<file path="src/tdt_pkg.sv">
// ----------------------------------------------------------------------------
// tdt_pkg: shared types and constants of the dedup table
// Field widths, register codes and the slot entry layout.
// ----------------------------------------------------------------------------
`default_nettype none

package tdt_pkg;

  localparam int MAC_W    = 48;
  localparam int METHOD_W = 8;
  localparam int TIME_W   = 32;
  localparam int DATA_W   = 32;
  localparam int ADDR_W   = 3;

  localparam int SLOTS_DEF = 16;

  localparam logic [TIME_W-1:0] WINDOW_RESET = 32'd5000;

  // register index, taken from paddr[2]
  localparam logic REG_WINDOW = 1'b0;

  typedef struct packed {
    logic [MAC_W-1:0]    mac;
    logic [METHOD_W-1:0] method;
    logic [TIME_W-1:0]   time_ms;
  } slot_entry_t;

endpackage

`default_nettype wire

</file>
<file path="src/tdt_if.sv">
// ----------------------------------------------------------------------------
// tdt_if: valid/ready channels of the dedup table
// Input channel carries the key and time, output channel the verdict.
// ----------------------------------------------------------------------------
`default_nettype none

interface tdt_in_if;
  logic                         valid;
  logic                         ready;
  logic [tdt_pkg::MAC_W-1:0]    mac;
  logic [tdt_pkg::METHOD_W-1:0] method_id;
  logic [tdt_pkg::TIME_W-1:0]   now_ms;

  modport source (output valid, output mac, output method_id, output now_ms, input ready);
  modport sink   (input valid, input mac, input method_id, input now_ms, output ready);
endinterface

interface tdt_out_if;
  logic valid;
  logic ready;
  logic allow;

  modport source (output valid, output allow, input ready);
  modport sink   (input valid, input allow, output ready);
endinterface

`default_nettype wire

</file>
<file path="src/time_window_dedup_table_top.sv">
// ----------------------------------------------------------------------------
// time_window_dedup_table_top: time-window duplicate filter
// Suppresses a repeated MAC/method key seen within the window; keeps the
// keys in a slot table with oldest-time eviction when full.
// ----------------------------------------------------------------------------
//  channel  | dir | handshake              | beat payload
//  ---------+-----+------------------------+-------------------------------
//  in_ch    | in  | valid/ready            | mac, method_id, now_ms
//  out_ch   | out | valid/ready            | allow
//  apb      | in  | psel/penable, pready=1 | window_ms at address 0
//
//  An item walks each used slot through a memory read (S_READ) and a compare
//  (S_CMP), then goes to the result (S_DONE) on a hit, or first to the fill or
//  eviction (S_MISS) on a miss; a hit stops the walk early. The registered slot
//  memory read is why each slot needs both a read and a compare state.
//  Reset is synchronous and empties the table at once through the fill count.
//  in_ch is ready only while idle; a stalled out_ch holds the result, and the
//  next beat is accepted while it waits.
// ----------------------------------------------------------------------------
`default_nettype none

module time_window_dedup_table_top #(
  parameter int SLOTS = tdt_pkg::SLOTS_DEF
) (
  input  wire logic                       clk,
  input  wire logic                       rst,
  tdt_in_if.sink                          in_ch,
  tdt_out_if.source                       out_ch,
  input  wire logic                       psel,
  input  wire logic                       penable,
  input  wire logic                       pwrite,
  input  wire logic [tdt_pkg::ADDR_W-1:0] paddr,
  input  wire logic [tdt_pkg::DATA_W-1:0] pwdata,
  output logic      [tdt_pkg::DATA_W-1:0] prdata,
  output logic                            pready
);
  import tdt_pkg::*;

  localparam int IDX_W = $clog2(SLOTS);

  logic [TIME_W-1:0] window;
  logic              rd_en;
  logic [IDX_W-1:0]  rd_addr;
  slot_entry_t       rd_data;
  logic              wr_en;
  logic [IDX_W-1:0]  wr_addr;
  slot_entry_t       wr_data;

  tdt_cfg u_cfg (
    .clk     (clk),
    .rst     (rst),
    .psel    (psel),
    .penable (penable),
    .pwrite  (pwrite),
    .paddr   (paddr),
    .pwdata  (pwdata),
    .prdata  (prdata),
    .pready  (pready),
    .window  (window)
  );

  tdt_table #(.SLOTS(SLOTS)) u_table (
    .clk     (clk),
    .rd_en   (rd_en),
    .rd_addr (rd_addr),
    .rd_data (rd_data),
    .wr_en   (wr_en),
    .wr_addr (wr_addr),
    .wr_data (wr_data)
  );

  tdt_scan #(.SLOTS(SLOTS)) u_scan (
    .clk     (clk),
    .rst     (rst),
    .in_ch   (in_ch),
    .out_ch  (out_ch),
    .window  (window),
    .rd_en   (rd_en),
    .rd_addr (rd_addr),
    .rd_data (rd_data),
    .wr_en   (wr_en),
    .wr_addr (wr_addr),
    .wr_data (wr_data)
  );

endmodule

`default_nettype wire

</file>
<file path="src/tdt_cfg.sv">
// ----------------------------------------------------------------------------
// tdt_cfg: APB register block
// Holds the suppression window register.
// ----------------------------------------------------------------------------
`default_nettype none

module tdt_cfg (
  input  wire logic                       clk,
  input  wire logic                       rst,
  input  wire logic                       psel,
  input  wire logic                       penable,
  input  wire logic                       pwrite,
  input  wire logic [tdt_pkg::ADDR_W-1:0] paddr,
  input  wire logic [tdt_pkg::DATA_W-1:0] pwdata,
  output logic      [tdt_pkg::DATA_W-1:0] prdata,
  output logic                            pready,
  output logic      [tdt_pkg::TIME_W-1:0] window
);
  import tdt_pkg::*;

  logic wr_window;

  assign pready    = 1'b1;
  assign wr_window = psel && penable && pwrite && (paddr[2] == REG_WINDOW);

  always_ff @(posedge clk) begin
    if (rst) begin
      window <= WINDOW_RESET;
    end else if (wr_window) begin
      window <= pwdata;
    end
  end

  always_comb begin
    prdata = '0;
    if (paddr[2] == REG_WINDOW) begin
      prdata = window;
    end
  end

endmodule

`default_nettype wire

</file>
<file path="src/tdt_table.sv">
// ----------------------------------------------------------------------------
// tdt_table: slot memory
// One write port and one registered read port over the slot entries.
// ----------------------------------------------------------------------------
`default_nettype none

module tdt_table #(
  parameter int SLOTS = tdt_pkg::SLOTS_DEF
) (
  input  wire logic                        clk,
  input  wire logic                        rd_en,
  input  wire logic [$clog2(SLOTS)-1:0]    rd_addr,
  output tdt_pkg::slot_entry_t             rd_data,
  input  wire logic                        wr_en,
  input  wire logic [$clog2(SLOTS)-1:0]    wr_addr,
  input  tdt_pkg::slot_entry_t             wr_data
);
  import tdt_pkg::*;

  slot_entry_t mem [SLOTS];

  always_ff @(posedge clk) begin
    if (wr_en) begin
      mem[wr_addr] <= wr_data;
    end
  end

  always_ff @(posedge clk) begin
    if (rd_en) begin
      rd_data <= mem[rd_addr];
    end
  end

endmodule

`default_nettype wire

</file>
<file path="src/tdt_scan.sv">
// ----------------------------------------------------------------------------
// tdt_scan: slot walk sequencer
// Walks the used slots one at a time through a shared key/age/time compare,
// then refreshes, fills or evicts and posts the verdict.
// ----------------------------------------------------------------------------
`default_nettype none

module tdt_scan #(
  parameter int SLOTS = tdt_pkg::SLOTS_DEF
) (
  input  wire logic                       clk,
  input  wire logic                       rst,
  tdt_in_if.sink                          in_ch,
  tdt_out_if.source                       out_ch,
  input  wire logic [tdt_pkg::TIME_W-1:0] window,
  output logic                            rd_en,
  output logic      [$clog2(SLOTS)-1:0]   rd_addr,
  input  tdt_pkg::slot_entry_t            rd_data,
  output logic                            wr_en,
  output logic      [$clog2(SLOTS)-1:0]   wr_addr,
  output tdt_pkg::slot_entry_t            wr_data
);
  import tdt_pkg::*;

  localparam int IDX_W = $clog2(SLOTS);
  localparam int CNT_W = $clog2(SLOTS + 1);

  localparam logic [2:0] S_IDLE = 3'd0;
  localparam logic [2:0] S_READ = 3'd1;
  localparam logic [2:0] S_CMP  = 3'd2;
  localparam logic [2:0] S_MISS = 3'd3;
  localparam logic [2:0] S_DONE = 3'd4;

  logic [2:0]          state;
  logic [CNT_W-1:0]    pos;
  logic [CNT_W-1:0]    fill;
  logic [MAC_W-1:0]    key_mac;
  logic [METHOD_W-1:0] key_method;
  logic [TIME_W-1:0]   key_now;
  logic [TIME_W-1:0]   min_time;
  logic [IDX_W-1:0]    min_idx;
  logic                res_allow;
  logic                out_valid;
  logic                out_allow;

  logic              hit;
  logic [TIME_W-1:0] age;
  logic              suppress;
  logic              older;
  logic              last;
  logic              full;

  // shared compare unit, fed by the slot just read
  assign hit      = (rd_data.mac == key_mac) && (rd_data.method == key_method);
  assign age      = key_now - rd_data.time_ms;
  assign suppress = age < window;
  assign older    = (pos == '0) || (rd_data.time_ms < min_time);
  assign last     = (pos + CNT_W'(1)) == fill;
  assign full     = fill == CNT_W'(SLOTS);

  assign rd_en   = state == S_READ;
  assign rd_addr = pos[IDX_W-1:0];
  assign wr_en   = ((state == S_CMP) && hit && !suppress) || (state == S_MISS);
  assign wr_data = '{mac: key_mac, method: key_method, time_ms: key_now};

  always_comb begin
    wr_addr = pos[IDX_W-1:0];
    if (state == S_MISS) begin
      // take the next free slot, else the oldest
      wr_addr = full ? min_idx : fill[IDX_W-1:0];
    end
  end

  assign in_ch.ready  = state == S_IDLE;
  assign out_ch.valid = out_valid;
  assign out_ch.allow = out_allow;

  always_ff @(posedge clk) begin
    if (rst) begin
      state     <= S_IDLE;
      pos       <= '0;
      fill      <= '0;
      out_valid <= 1'b0;
    end else begin
      // S_DONE reloads the output register itself
      if (out_valid && out_ch.ready && (state != S_DONE)) begin
        out_valid <= 1'b0;
      end
      case (state)
        S_IDLE: begin
          if (in_ch.valid) begin
            key_mac    <= in_ch.mac;
            key_method <= in_ch.method_id;
            key_now    <= in_ch.now_ms;
            pos        <= '0;
            state      <= (fill == '0) ? S_MISS : S_READ;
          end
        end
        S_READ: begin
          state <= S_CMP;
        end
        S_CMP: begin
          if (hit) begin
            res_allow <= !suppress;
            state     <= S_DONE;
          end else begin
            if (older) begin
              min_time <= rd_data.time_ms;
              min_idx  <= pos[IDX_W-1:0];
            end
            pos   <= pos + CNT_W'(1);
            state <= last ? S_MISS : S_READ;
          end
        end
        S_MISS: begin
          if (!full) begin
            fill <= fill + CNT_W'(1);
          end
          res_allow <= 1'b1;
          state     <= S_DONE;
        end
        S_DONE: begin
          // hold until the output register is free
          if (!out_valid || out_ch.ready) begin
            out_valid <= 1'b1;
            out_allow <= res_allow;
            state     <= S_IDLE;
          end
        end
        default: begin
          state <= S_IDLE;
        end
      endcase
    end
  end

endmodule

`default_nettype wire
</file>
<file path="src/flat_wrapper.sv">
// flat-port wrapper written by rule: the top's interface ports become plain ports
module time_window_dedup_table_top_flat import tdt_pkg::*;
#(
  parameter int SLOTS = tdt_pkg::SLOTS_DEF
)
  (clk, rst, psel, penable, pwrite, paddr, pwdata, prdata, pready, in_ch_valid, in_ch_mac, in_ch_method_id, in_ch_now_ms, in_ch_ready, out_ch_valid, out_ch_allow, out_ch_ready);
  tdt_in_if in_ch_i ();
  tdt_out_if out_ch_i ();
  input  wire logic clk;
  input  wire logic rst;
  input  wire logic psel;
  input  wire logic penable;
  input  wire logic pwrite;
  input  wire logic [tdt_pkg::ADDR_W-1:0] paddr;
  input  wire logic [tdt_pkg::DATA_W-1:0] pwdata;
  output logic      [tdt_pkg::DATA_W-1:0] prdata;
  output logic pready;
  input wire logic [$bits(in_ch_i.valid)-1:0] in_ch_valid;
  input wire logic [$bits(in_ch_i.mac)-1:0] in_ch_mac;
  input wire logic [$bits(in_ch_i.method_id)-1:0] in_ch_method_id;
  input wire logic [$bits(in_ch_i.now_ms)-1:0] in_ch_now_ms;
  output wire logic [$bits(in_ch_i.ready)-1:0] in_ch_ready;
  output wire logic [$bits(out_ch_i.valid)-1:0] out_ch_valid;
  output wire logic [$bits(out_ch_i.allow)-1:0] out_ch_allow;
  input wire logic [$bits(out_ch_i.ready)-1:0] out_ch_ready;
  assign in_ch_i.valid = in_ch_valid;
  assign in_ch_i.mac = in_ch_mac;
  assign in_ch_i.method_id = in_ch_method_id;
  assign in_ch_i.now_ms = in_ch_now_ms;
  assign in_ch_ready = in_ch_i.ready;
  assign out_ch_valid = out_ch_i.valid;
  assign out_ch_allow = out_ch_i.allow;
  assign out_ch_i.ready = out_ch_ready;
  time_window_dedup_table_top #(.SLOTS(SLOTS)) u_core (.clk(clk), .rst(rst), .in_ch(in_ch_i), .out_ch(out_ch_i), .psel(psel), .penable(penable), .pwrite(pwrite), .paddr(paddr), .pwdata(pwdata), .prdata(prdata), .pready(pready));
endmodule
</file>
<file path="config.mk">
export PLATFORM = sky130hd
export DESIGN_NAME = time_window_dedup_table_top_flat
export DESIGN_NICKNAME = d
export VERILOG_FILES = /design/src/tdt_pkg.sv /design/src/tdt_if.sv /design/src/time_window_dedup_table_top.sv /design/src/tdt_cfg.sv /design/src/tdt_table.sv /design/src/tdt_scan.sv /design/src/flat_wrapper.sv
export SDC_FILE = /design/constraint.sdc
export NUM_CORES = 2
export LEC_CHECK = 0
export ABC_CLOCK_PERIOD_IN_PS = 18300
export BUFFER_PORTS_ARGS = -buffer_cell sky130_fd_sc_hd__buf_2
export CELL_PAD_IN_SITES_DETAIL_PLACEMENT = 1
export CELL_PAD_IN_SITES_GLOBAL_PLACEMENT = 2
export CORE_ASPECT_RATIO = 0.8
export CORE_MARGIN = 3
export CORE_UTILIZATION = 35
export DETAILED_ROUTE_END_ITERATION = 10
export GPL_ROUTABILITY_DRIVEN = 0
export HOLD_SLACK_MARGIN = 0.12
export PLACE_DENSITY_LB_ADDON = 0.1
export SYNTH_ARGS = -nofsm -noshare
export SYNTH_HDL_FRONTEND = slang
export SYNTH_SLANG_ARGS = --single-unit
</file>
<file path="constraint.sdc">
create_clock -name clk -period 18.3 [get_ports clk]
set_input_delay 2.745 -clock clk [delete_from_list [all_inputs] [get_ports clk]]
set_output_delay 2.745 -clock clk [all_outputs]
set_load 0.01 [all_outputs]
</file>
==> impl_metrics.tcl <==
set metrics [dict create \
    outcome "complete, no violations" \
    grt_pass1_vias 33300 \
    rows 140 \
    grt_max_degree 143 \
    numPortBuffers 162 \
    post_cts_buffers 0 \
    grt_pass1_wl_mm 239 \
    p_leak_nw 23.3 \
    fmax_mhz 140 \
    instances_no_fill 5820 \
    cts.path.max_buffers 3 \
    io_pins 166 \
    drt-initial-drc-count 2312 \
    rsz0062_at_grt "no" \
    endpoint_kind "flop" \
    dp_hpwl_mm 81.2 \
    synthArstFlopShare_pct 0 \
    slew_viol_final 0 \
    synthesis.area_sq_mm 0.0651 \
    cts_resized 0 \
    cts.sinks 1668 \
    grt_util_all_layers_pct 17.4 \
    power_density_mw_per_mm2 120 \
    worstPathRequired_ps 18680 \
    crit_fanout 76 \
    grt-ovfl-total 0 \
    drc_errors 0 \
    yosysMostFrequentCell "edfxtp_1" \
    synth_ff_type "edfxtp_1" \
    skew_ps 30.5 \
    ys_seq_area_share_pct 76.2 \
    setup_violations 0 \
    dieWidth_um 488 \
    syn_inst 3004 \
    drive_gt1_share_pct 27.2 \
    viasPerCell 5.23 \
    antenna_found_initial 5 \
    postRouteAntennaNets 0 \
    cts_made_buffers 173 \
    peakVddDrop_v 0.0000809 \
    syn_avg_cell_area_sq_um 21.7 \
    insertion_delay_ps 790 \
    tns_ps 0 \
    finalCriticalPeriod_ps 7150 \
    coreArea_sq_mm 0.183 \
    clk_pin_slew_worst_paths_ps 60 \
    placed_cells 5502 \
    cp.arrival_ps 7530 \
    start_util_pct 35.5 \
    cts_hold_buf 0 \
    cts_tree "yes" \
    dieArea_sq_mm 0.191 \
    wl_per_cell_um 28.5 \
    worst_pin_slew_ps 1200 \
    yosysWarnings 0 \
    synth_top_cell_by_area "edfxtp_1" \
    cts-root-buf "clkbuf_16" \
    hold_viol 0 \
    layout_worst_path_cycle_share_pct 39.1 \
    yosys-top-cells-area "edfxtp_1 (75%), mux4_2 (15%), ha_1 (1.9%)" \
    layout_setup_ws_ps 11150 \
    synth_nets 3232 \
    fin_nets 3491 \
    ys_ff_latch 1668 \
    whs_ps 432 \
    drt_pre_antenna_iters 5 \
    routed_wl_mm 166 \
    maxSlewHeadroom_pct 20.0 \
    vias 30400 \
    hold_path_class "reg2reg" \
    die_h_um 392 \
    synth_top_cell_area_share_pct 74.8 \
    cap_violations 0 \
    syn_to_final_growth_pct 14.7 \
    netlist_top_cells_count "edfxtp_1 (1,622), mux4_2 (440), inv_1 (116)" \
    place_ws_ps 11010 \
    ys_types 63 \
    start_kind "flop" \
    critPathKind "reg2reg" \
    synth-edff-count 1622 \
    cts_max_level 4 \
]
## critical path, cell delays in order, from the launching register on
cell       delay [ps]
edfxtp_1          600
inv_1             230
ha_1              200
inv_1              60
fa_1              420
a211oi_1          310
o211ai_1          280
a2111oi_2         360
o2111ai_1         370
nand4_1           210
a21boi_1          120
o41ai_2           270
xnor2_1           200
ha_1              270
nand2_1            80
nor3_1             70
nand2_1           120
nor2_1             60
a2111oi_0         370
o221ai_1          400
nor2_1           1010
nor4_2            210
buf_12            310
## through the flow
| step | cell area, sq um | utilization [%] | power (mW) |
|---|---|---|---|
| after floorplan | 65100 | - | 5.23 |
| after global placement | 69100 | 37.7 | 5.54 |
| after detailed placement | 69100 | 37.7 | 5.57 |
| after CTS | 74700 | 40.7 | 9.08 |
| after global routing | 74700 | 40.7 | 9.32 |
| final | 74700 | 40.7 | 8.93 |
## cell families (layout without fill, tap and decap cells)
kind of cell	after synthesis	in the layout	share of synthesized area [%]
DFF	1668	1668	76.2
muxes	440	440	15.2
and+or+nand+nor	268	268	1.97
buffers and inverters	240	641	1.47
AOI/OAI and AO/OA	194	194	1.92
adders and majority gates	98	98	1.90
xor gates and xnor gates	95	95	1.28
other	1	2	0.00576
## cell type report
class / instances / area [sq um]
Fill cell: 17100 / 109000
Sequential cell: 1668 / 49600
Multi-Input combinational cell: 1096 / 14600
Clock buffer: 208 / 4590
Tap cell: 2414 / 3020
Timing Repair Buffer: 208 / 1390
Clock inverter: 109 / 981
Inverter: 116 / 435
Antenna cell: 1 / 2.50
## cells in the final DEF (no fill, tap or decap), drive strengths merged, types with 6 or more instances in the layout
| cell type | count |
|---|---|
| nand4 | 16 |
| nor2b | 11 |
| nor2 | 83 |
| a21o | 36 |
| o21ai | 28 |
| clkinv | 83 |
| mux4 | 440 |
| bufinv | 14 |
| o21a | 10 |
| a21oi | 72 |
| xor2 | 66 |
| edfxtp | 1622 |
| xnor2 | 29 |
| and2 | 7 |
| ha | 97 |
| nor4 | 28 |
| a31oi | 8 |
| dfxtp | 46 |
| buf | 208 |
| inv | 122 |
| nand2 | 79 |
| clkbuf | 208 |
| clkinvlp | 6 |
| o21bai | 7 |
| nand3 | 11 |
| a211o | 6 |
| nor3 | 11 |
## metal layers
layer  wire (um)  part of all wire [%]  up-vias  GRT usage [%]
met3        6370                   3.8      216           2.64
met5           0                     0        -              0
met2       82000                    49      663           29.3
met1       74000                    45    16600           23.9
met4        3320                   2.0        0           4.16
li1            -                     -    13000              -
## power by group
| group | internal [mW] | leakage, nW | total, mW | switching [mW] |
|---|---|---|---|---|
| Sequential | 4.35 | 15.0 | 4.48 | 0.129 |
| Clock | 1.99 | 2.72 | 3.47 | 1.48 |
| Combinational | 0.460 | 5.62 | 0.976 | 0.516 |
| Total | 6.80 | 23.3 | 8.93 | 2.13 |
## path summary, 6_finish.rpt
kind	startpoint	to	slack, ps	depth (start not counted)
setup / recovery	u_core.u_scan.key_now[0]	u_core.u_table.mem[2][47]	11150	22
setup reg to reg	u_core.u_scan.key_now[0]	u_core.u_table.mem[2][47]	11150	22
hold reg to reg	u_core.u_scan.res_allow	u_core.u_scan.out_ch.allow	430	0
hold / removal	u_core.u_scan.res_allow	u_core.u_scan.out_ch.allow	430	0
## sequential cells by signal, indices dropped and copies added (netlist names)
register and flops:
u_core.u_cfg.window 32, u_core.u_scan.fill 5, u_core.u_scan.key_mac 48, u_core.u_scan.key_method 8, u_core.u_scan.key_now 32, u_core.u_scan.min_idx 4, u_core.u_scan.min_time 32, u_core.u_scan.out_ch.allow 1
u_core.u_scan.out_ch.valid 1, u_core.u_scan.pos 5, u_core.u_scan.res_allow 1, u_core.u_scan.state 3, u_core.u_table.mem 1408, u_core.u_table.rd_data 88
(Power assumes the default switching activity.)
